<file path="src/hw/rtl/csvt_pkg.sv">
// Package with the character codes and the state and result types of the CSV tokenizer.
`default_nettype none

package csvt_pkg;

	localparam logic [7:0] CH_COMMA = 8'd44;
	localparam logic [7:0] CH_QUOTE = 8'd34;
	localparam logic [7:0] CH_NL    = 8'd10;
	localparam logic [7:0] CH_CR    = 8'd13;
	localparam logic [7:0] CH_NUL   = 8'd0;

	typedef struct packed {
		logic [7:0] pending_byte;
		logic       pending_valid;
		logic       inside_quotes;
		logic       quote_run_parity;
		logic       previous_was_quote;
		logic       field_has_chars;
		logic       row_has_fields;
	} parse_state_t;

	typedef struct packed {
		logic [7:0] out_byte;
		logic       has_byte;
		logic       end_of_field;
		logic       end_of_row;
		logic       no_row;
		logic       bad_delimiter;
	} result_t;

endpackage

`default_nettype wire

</file>
<file path="src/hw/rtl/csvt_parse_core.sv">
// Parse state registers and the per-byte next-state and result logic.
`default_nettype none

module csvt_parse_core import csvt_pkg::*; (
	input  wire logic       clk,
	input  wire logic       arst_n,
	input  wire logic       step,
	input  wire logic [7:0] delimiter_char,
	input  wire logic [7:0] in_byte,
	input  wire logic       end_of_input,
	output result_t         res,
	output logic            res_valid
);

	parse_state_t st_q;
	parse_state_t st_nxt;
	logic [7:0]   ch;
	logic         bad_delim;
	logic         parity;
	logic         replace;
	logic         hb;

	assign bad_delim = (delimiter_char == CH_NL) || (delimiter_char == CH_CR) ||
		(delimiter_char == CH_NUL) || (delimiter_char == CH_QUOTE);

	always_comb begin
		st_nxt    = st_q;
		res       = '0;
		res_valid = 1'b0;
		ch        = end_of_input ? CH_NL : in_byte;
		parity    = st_q.quote_run_parity;
		replace   = 1'b0;
		hb        = 1'b0;
		if (bad_delim) begin
			res.bad_delimiter = 1'b1;
			res_valid         = 1'b1;
		end else if (end_of_input && !st_q.field_has_chars && !st_q.row_has_fields) begin
			st_nxt     = '0;
			res.no_row = 1'b1;
			res_valid  = 1'b1;
		end else if (!end_of_input && (in_byte == CH_CR)) begin
			// Carriage returns are dropped without touching the state.
			st_nxt = st_q;
		end else if (!st_q.field_has_chars && !st_q.previous_was_quote && (ch == CH_QUOTE)) begin
			// Opening quote of a field.
			st_nxt.inside_quotes      = 1'b1;
			st_nxt.previous_was_quote = 1'b1;
		end else begin
			if (st_q.field_has_chars || st_q.previous_was_quote) begin
				if (ch == CH_QUOTE) begin
					parity                  = !st_q.quote_run_parity;
					st_nxt.quote_run_parity = parity;
					st_nxt.inside_quotes    = !parity;
					replace                 = !parity;
				end else begin
					st_nxt.quote_run_parity = 1'b0;
				end
			end
			if (end_of_input || (((ch == delimiter_char) || (ch == CH_NL)) &&
					!st_nxt.inside_quotes)) begin
				hb               = !st_q.previous_was_quote && st_q.pending_valid;
				res.out_byte     = hb ? st_q.pending_byte : 8'd0;
				res.has_byte     = hb;
				res.end_of_field = 1'b1;
				res.end_of_row   = (ch == CH_NL);
				res_valid        = 1'b1;
				if (ch == CH_NL) begin
					st_nxt = '0;
				end else begin
					// The quote run parity carries over into the next field.
					st_nxt.pending_byte       = 8'd0;
					st_nxt.pending_valid      = 1'b0;
					st_nxt.field_has_chars    = 1'b0;
					st_nxt.inside_quotes      = 1'b0;
					st_nxt.previous_was_quote = 1'b0;
					st_nxt.row_has_fields     = 1'b1;
				end
			end else if (replace) begin
				// Second quote of a doubled pair takes the place of the first.
				st_nxt.pending_byte       = ch;
				st_nxt.previous_was_quote = 1'b1;
			end else begin
				res.out_byte              = st_q.pending_byte;
				res.has_byte              = 1'b1;
				res_valid                 = st_q.pending_valid;
				st_nxt.pending_byte       = ch;
				st_nxt.pending_valid      = 1'b1;
				st_nxt.field_has_chars    = 1'b1;
				st_nxt.previous_was_quote = (ch == CH_QUOTE);
			end
		end
	end

	always_ff @(posedge clk or negedge arst_n) begin
		if (!arst_n) begin
			st_q <= '0;
		end else if (step) begin
			st_q <= st_nxt;
		end
	end

endmodule

`default_nettype wire

</file>
<file path="src/hw/rtl/csv_field_tokenizer.sv">
// Top level of the CSV field tokenizer: input register, parse core and result register.
// An accepted byte is held in the input register, and its result in the result register.
// Throughput: one byte per cycle unless stalled; carriage returns and held-back bytes give no result.
// A stalled output holds the result register, and stalls the input while the input register is full.
// Reset is asynchronous and active low: it empties both registers, clears the parse state
// and sets the delimiter to a comma.
`default_nettype none

module csv_field_tokenizer import csvt_pkg::*; (
	input  wire logic       clk,
	input  wire logic       arst_n,
	input  wire logic       delimiter_we,
	input  wire logic [7:0] delimiter_wdata,
	input  wire logic       in_valid,
	output logic            in_stall,
	input  wire logic [7:0] in_byte,
	input  wire logic       end_of_input,
	output logic            out_valid,
	input  wire logic       out_stall,
	output logic [7:0]      out_byte,
	output logic            has_byte,
	output logic            end_of_field,
	output logic            end_of_row,
	output logic            no_row,
	output logic            bad_delimiter
);

	logic [7:0] delimiter_q;
	logic       valid_s1;
	logic [7:0] in_byte_s1;
	logic       end_of_input_s1;
	logic       out_valid_q;
	result_t    res_q;
	result_t    res;
	logic       res_valid;
	logic       out_free;
	logic       advance;
	logic       accept;

	assign out_free = !out_valid_q || !out_stall;
	assign advance  = valid_s1 && out_free;
	assign in_stall = valid_s1 && !out_free;
	assign accept   = in_valid && !in_stall;

	always_ff @(posedge clk or negedge arst_n) begin
		if (!arst_n) begin
			delimiter_q <= CH_COMMA;
		end else if (delimiter_we) begin
			delimiter_q <= delimiter_wdata;
		end
	end

	always_ff @(posedge clk or negedge arst_n) begin
		if (!arst_n) begin
			valid_s1 <= 1'b0;
		end else if (accept) begin
			valid_s1 <= 1'b1;
		end else if (advance) begin
			valid_s1 <= 1'b0;
		end
	end

	always_ff @(posedge clk) begin
		if (accept) begin
			in_byte_s1      <= in_byte;
			end_of_input_s1 <= end_of_input;
		end
	end

	csvt_parse_core u_core (
		.clk            (clk),
		.arst_n         (arst_n),
		.step           (advance),
		.delimiter_char (delimiter_q),
		.in_byte        (in_byte_s1),
		.end_of_input   (end_of_input_s1),
		.res            (res),
		.res_valid      (res_valid)
	);

	always_ff @(posedge clk or negedge arst_n) begin
		if (!arst_n) begin
			out_valid_q <= 1'b0;
		end else if (advance && res_valid) begin
			out_valid_q <= 1'b1;
		end else if (!out_stall) begin
			out_valid_q <= 1'b0;
		end
	end

	always_ff @(posedge clk) begin
		if (advance && res_valid) begin
			res_q <= res;
		end
	end

	assign out_valid     = out_valid_q;
	assign out_byte      = res_q.out_byte;
	assign has_byte      = res_q.has_byte;
	assign end_of_field  = res_q.end_of_field;
	assign end_of_row    = res_q.end_of_row;
	assign no_row        = res_q.no_row;
	assign bad_delimiter = res_q.bad_delimiter;

	// A row always closes on a field boundary.
	assert property (@(posedge clk) disable iff (!arst_n)
		out_valid && end_of_row |-> end_of_field)
		else $error("end of row without end of field");

	// An error or no-row transaction carries nothing else.
	assert property (@(posedge clk) disable iff (!arst_n)
		out_valid && (bad_delimiter || no_row) |-> !has_byte && !end_of_field && !end_of_row)
		else $error("status transaction carries field data");

	// A transaction without a byte shows a zero byte.
	assert property (@(posedge clk) disable iff (!arst_n)
		out_valid && !has_byte |-> out_byte == 8'd0)
		else $error("nonzero byte without has_byte");

	// The input stalls only while a byte waits in the input register.
	assert property (@(posedge clk) disable iff (!arst_n)
		in_stall |-> valid_s1 && out_valid_q)
		else $error("input stalled with empty input register");

endmodule

`default_nettype wire

</file>
<file path="config.mk">
export PLATFORM = sky130hd
export DESIGN_NAME = csv_field_tokenizer
export DESIGN_NICKNAME = d
export VERILOG_FILES = /design/src/hw/rtl/csvt_pkg.sv /design/src/hw/rtl/csvt_parse_core.sv /design/src/hw/rtl/csv_field_tokenizer.sv
export SDC_FILE = /design/constraint.sdc
export NUM_CORES = 1
export LEC_CHECK = 0
export ABC_AREA = 1
export BUFFER_PORTS_ARGS = -buffer_cell sky130_fd_sc_hd__buf_4
export CELL_PAD_IN_SITES_DETAIL_PLACEMENT = 1
export CELL_PAD_IN_SITES_GLOBAL_PLACEMENT = 2
export CORE_MARGIN = 2
export CORE_UTILIZATION = 33
export CTS_CLUSTER_SIZE = 12
export DETAILED_ROUTE_END_ITERATION = 8
export GPL_ROUTABILITY_DRIVEN = 0
export PLACE_DENSITY = 0.74
export SLEW_MARGIN = 20
export SYNTH_ARGS = -nofsm -noshare
export SYNTH_HDL_FRONTEND = slang
export SYNTH_SLANG_ARGS = --single-unit
export TNS_END_PERCENT = 30
</file>
<file path="constraint.sdc">
create_clock -name clk -period 2.6 [get_ports clk]
set_input_delay 0.13 -clock clk [delete_from_list [all_inputs] [get_ports clk]]
set_output_delay 0.13 -clock clk [all_outputs]
set_load 0.01 [all_outputs]
</file>
Word level (Yosys, flattened, before mapping)
Cells that the tools add are included.
- word-level logic and storage cells: 113
- bits of input ports: 22
- bits in registers: 46
- output and inout port bits: 15
- mux-type cells: 45
- eq/ne operators: 11
- bitwise logic cells: 2
- reductions and logical operators: 37
- operator list (kind ; count):
    9-bit 2-to-1 mux ; 4
    8-bit by 4-bit == test with 1-bit output (second input constant) ; 4
    1-bit 2-to-1 mux ; 28
    14-bit 2-to-1 mux ; 2
    2-bit 2-to-1 mux ; 9
    8-bit by 6-bit == test with 1-bit output (second input constant) ; 2
    8-bit 2-to-1 mux ; 2
    1-bit logical AND ; 11
    1-bit zero test ; 10
    5-bit AND reduction ; 2
    8-bit == test ; 1
    8-bit zero test ; 1
    1-bit logical OR ; 7
    2-bit by 1-bit != test with 1-bit output (second input constant) ; 3
    5-bit OR reduction ; 1
    4-bit AND reduction ; 1
    2-bit nonzero test ; 2
    4-bit OR reduction ; 1
    3-bit by 1-bit != test with 1-bit output (second input constant) ; 1
    3-bit AND reduction ; 1
    1-bit NOT ; 2

Longest topological paths before layout
- depth after elaboration: 18
- depth in mapped cells: 14
- depth with buffers taken out: 14

By module
From an unflattened synthesis, not the netlist that was laid out.
- cells, all modules: 266
- area, all modules: 2229.6 um^2
- modules (own cells, without submodules) (module ; times used ; area each (um^2) ; cells each):
    csvt_parse_core ; 1 ; 1152.4 ; 196
    csv_field_tokenizer ; 1 ; 1077.3 ; 70

Least setup slack after synthesis
No wires, ideal clock.
- kind: register -> register
- start: reg end_of_input_s1
- end: reg res_q, in the netlist bad_delimiter (enable)
- stages on the path, launching flop included: 15
- setup slack: 0.588 ns
- library setup time: 0.349 ns
- data arrival time: 1.663 ns
- clock period less this slack: 2.012 ns
- buffers on the path: 1
- path through: edfxtp_1 -> inv_2 -> clkbuf_8 -> nand3_1 -> nand2_1 -> nand3_1 -> nor2_1 -> nand2_1 -> nand2_1 -> nand2_4 -> nand2_2 -> nand2_1 -> nand2_1 -> nand2_1 -> inv_1
- word-level cells in the longest chain between the ends: 17
- elaborated cells on any way between the ends: 32
- those cells by class: eq/ne (3); mux (19); reduce/logical (10)
- RTL lines (item ; RTL line ; source):
    from (decl) ; csv_field_tokenizer.sv:31 ; logic end_of_input_s1;
    from (signal assigned) ; csv_field_tokenizer.sv:66 ; end_of_input_s1 <= end_of_input;
    8-bit 2-to-1 mux ; csvt_parse_core.sv:30 ; ch = end_of_input ? CH_NL : in_byte;
    8-bit by 6-bit == test with 1-bit output ; csvt_parse_core.sv:44, csvt_parse_core.sv:50 ;
    1-bit 2-to-1 mux ; csvt_parse_core.sv:50 ; if (ch == CH_QUOTE) begin
    2-bit 2-to-1 mux ; csvt_parse_core.sv:49 ; if (st_q.field_has_chars || st_q.previous_was_quote) begin
    2-bit 2-to-1 mux ; csvt_parse_core.sv:44 ; end else if (!st_q.field_has_chars && !st_q.previous_was_quote && (ch == CH_QUOTE)) begin
    2-bit 2-to-1 mux ; csvt_parse_core.sv:41 ; end else if (!end_of_input && (in_byte == CH_CR)) begin
    2-bit 2-to-1 mux ; csvt_parse_core.sv:37 ; end else if (end_of_input && !st_q.field_has_chars && !st_q.row_has_fields) begin
    2-bit 2-to-1 mux ; csvt_parse_core.sv:34 ; if (bad_delim) begin
    1-bit zero test ; csvt_parse_core.sv:60 ; !st_nxt.inside_quotes)) begin
    1-bit logical AND ; csvt_parse_core.sv:60 ;
    1-bit logical OR ; csvt_parse_core.sv:59 ; if (end_of_input || (((ch == delimiter_char) || (ch == CH_NL)) &&
    1-bit 2-to-1 mux ; csvt_parse_core.sv:59 ;
    1-bit 2-to-1 mux ; csvt_parse_core.sv:44 ;
    1-bit 2-to-1 mux ; csvt_parse_core.sv:41 ;
    1-bit 2-to-1 mux (*) ; csvt_parse_core.sv:37 ;
    1-bit 2-to-1 mux (*) ; csvt_parse_core.sv:34 ;
    1-bit logical AND (*) ; csv_field_tokenizer.sv:92 ; if (advance && res_valid) begin
    to (signal assigned) ; csv_field_tokenizer.sv:93 ; res_q <= res;
    to (decl) ; csv_field_tokenizer.sv:33 ; result_t res_q;
Mark *: on every way between the ends. The rest lies on a longest branch, timed or not. The select of a mux whose other input is x is not followed.
A chain may end at the register's enable or synchronous reset.

Final worst setup path
- start: reg end_of_input_s1
- end: reg res_q, in the netlist out_byte[3] (enable)
The elaborated chain is that of the path after synthesis.

==> results.toml <==
[sta]
fmax_mhz = 433
whs_ns = 0.0326
rsz0062_at_grt = "yes"
slew_headroom = 0.793
period_needed_ns = 2.31
drv_slew = 0
setup_viol = 0
hold_viol = 0
finalCritPeriodShare = 0.888
worst_clock_skew_ns = 0.00863
tightest_slew_ns = 0.310

[setup_path]
worst_path_largest_cell_delay_ns = 0.42
startpoint = "end_of_input_s1$_DFFE_PP_"
worst_r2r_startpoint = "end_of_input_s1$_DFFE_PP_"
critical_path_buf_inv_count = 4
worst-setup-path-type = "reg2reg"
r2r-end = "out_byte[3]$_SDFFCE_PP0P_"
crit_path_start_kind = "flop"
path_cells = "inv_2 > nand3_1 > nor2_2 > nand2_1 > nor2_1 > inv_1 > nand2_1 > inv_1 > nand2_1 > nand2_1 > nand2_1 > clkinvlp_4"
r2r_slack_ns = 0.29
slowest_stage = "edfxtp_1"
cp_top_family = "simple AND/OR/NAND/NOR gates"
worstSetupEndpointType = "flop"
crit_arrival_ns = 2.29
crit_path_max_fanout = 17
worstPathRequired_ns = 2.59
path_common_cell = "nand2_1"
r2r.worst_path.cells = 12

[pwr]
ir_drop_v = 0.000322
p_leak_nw = 1.23
switching_share = 0.316
p_seq_frac = 0.512
power.total_mw = 1.94
p_per_area_nw_per_um2 = 736
combPwrFrac = 0.260
power.internal_mw = 1.33
power.switching_uw = 615
power.clock.fraction = 0.228

[drt]
finalWirelength_mm = 4.75
drc_errors = 0
wl_per_cell_um = 13.4
dr.pass1.iters = 4
vias = 1625
vias_per_cell = 4.58
drtIter0Drc = 25
ant_nets = 0

[clock_tree]
cts_tree = "done"
clock_insertion_delay_worst_skew_ns = 0.30
root_buffer = "clkbuf_8"
path_clk_slew_ns = 0.09
htree_levels = 2
clk_path_buf_depth = 2
numCtsBuffers = 5
clkSinkCount = 45

[global_route]
grt_usage = 0.149
antenna_found_initial = 0
grt_pass1_wl_mm = 8.34
grt_max_degree = 24
grt_pass1_vias = 1717
grt_remaining_overflow = 0

[run]
cap_violations = 0

[yosys]
synth_top_area_share = 0.316
synth_largest_area_cell = "edfxtp_1"
netlist_top_cells_area = "edfxtp_1 32%, dfrtp_1 24%, nand2_1 10%"
synthCells = 225
syn_nets = 247
ys_warn_count = 0
yosysSeqAreaShare = 0.593
synthesis.area_um2 = 2090
syn_area_per_cell_um2 = 9.30
yosysUniqueCellTypes = 30
ys_seq_elements = 45

[die]
initial_core_util = 0.335
fp-row-count = 29
fp.dieH_um = 83.6
ioPinCount = 37
core-area_um2 = 6240
die_w_um = 83.6
die_area_um2 = 6990

[final_layout]
syn2layout_area_growth_pct = 26.3
nNetsFinal = 299
drive_gt1_frac = 0.234
final_util = 0.423
diodes = 0

[min_path]
holdCritStartpoint = "delimiter_wdata[6]"
worstHoldPathType = "in2reg"
hold_end = "delimiter_q[6]$_DFFE_PN0P_"
holdPathStages = 3

[placement]
hpwlAfterDp_mm = 3.73
portBuffers = 36

[status]
status = "complete, no violations"
synth_stat cells, drive strengths merged:
cell    number
nand2       62
nor3         4
nor2        24
inv         38
o21ai       18
clkbuf       2
o22ai        8
o211ai       2
buf          1
or2          2
dfrtp       20
nand4        4
edfxtp      22
dfstp        3
nand3       13
a21oi        2
what timing repair did:
action	CTS	global route
setup endpoints to repair	0	13
endpoints found under the hold margin	32	0
resized for setup	0	1
buffers inserted	0	0
hold buffers	10	0
sequential cells by signal, indices dropped and copies added (netlist names):
register and flops:
in_byte_s1 8, u_core.st_q 13, end_of_input_s1 1, out_valid 1, bad_delimiter 1, end_of_row 1, valid_s1 1, out_byte 8
has_byte 1, no_row 1, end_of_field 1, delimiter_q 8
cells in the final DEF, fill, tap and decap left out, types with 8 or more instances in the layout:
cell type,synthesis,routed
nand2_1,58,58
buf_4,0,38
inv_1,37,36
edfxtp_1,22,22
nor2_1,21,21
dfrtp_1,20,20
o21ai_0,16,16
nand3_1,11,11
dlygate4sd3_1,0,10
o22ai_1,8,8
power groups by stage:
| stage | Sequential [mW] | Combinational, mW | Clock (mW) |
|---|---|---|---|
| floorplan | 1.02 | 0.275 | 0 |
| global placement | 1.01 | 0.491 | 0 |
| detailed placement | 1.01 | 0.499 | 0 |
| CTS | 0.999 | 0.512 | 0.469 |
| global route | 1.02 | 0.569 | 0.495 |
| finish | 0.996 | 0.505 | 0.443 |
logic make-up (layout without fill, tap and decap cells):
| group | after synthesis | in the layout | synth area share |
|---|---|---|---|
| flip-flops | 45 | 45 | 0.593 |
| buffers and inverters | 41 | 94 | 0.0819 |
| AND/OR/NAND/NOR | 109 | 109 | 0.242 |
| AO/OA/AOI/OAI | 30 | 30 | 0.0831 |
worst register-to-register path, stage by stage, from the launching register on:
cell and delay, ns:
edfxtp_1 0.42, inv_2 0.25, nand3_1 0.13, nor2_2 0.18, nand2_1 0.11, nor2_1 0.16, inv_1 0.08, nand2_1 0.13
inv_1 0.06, nand2_1 0.06, nand2_1 0.04, nand2_1 0.12, clkinvlp_4 0.27
metal layers:
metal	up-vias	share of wire	track usage
li1	832	-	-
met1	756	0.48	0.203
met2	32	0.47	0.244
met3	5	0.034	0.0326
met4	0	0.0093	0.0352
met5	-	0	0
final cells by class:
type | count | area (µm²)
Clock buffer | 5 | 68.8
Fill cell | 730 | 3600
Tap cell | 77 | 96.3
Multi-Input combinational cell | 139 | 681
Timing Repair Buffer | 48 | 385
Inverter | 38 | 146
Sequential cell | 45 | 1240
Clock inverter | 3 | 25.0
worst max-delay path by stage:
stage                                     end  depth (start not counted)  slack, ns
floorplan             bad_delimiter$_DFFE_PP_                         14       0.59
global placement    out_byte[2]$_SDFFCE_PP0P_                         13       0.23
detailed placement  out_byte[4]$_SDFFCE_PP0P_                         13       0.15
CTS                 out_byte[3]$_SDFFCE_PP0P_                         13       0.14
global route        out_byte[3]$_SDFFCE_PP0P_                         12      -0.01
finish              out_byte[3]$_SDFFCE_PP0P_                         12       0.29
stage by stage:
step	std cells	cell area (µm²)	setup TNS [ns]	setup slack [ns]
6_report	355	2640	0	0.292
5_1_grt	355	2640	-0.0595	-0.00962
4_1_cts	355	2640	0	0.140
3_5_place_dp	337	2440	0	0.154
3_3_place_gp	337	2440	0	0.225
2_1_floorplan	225	2090	0	0.588
No activity file was read; power rests on OpenSTA's default activity.
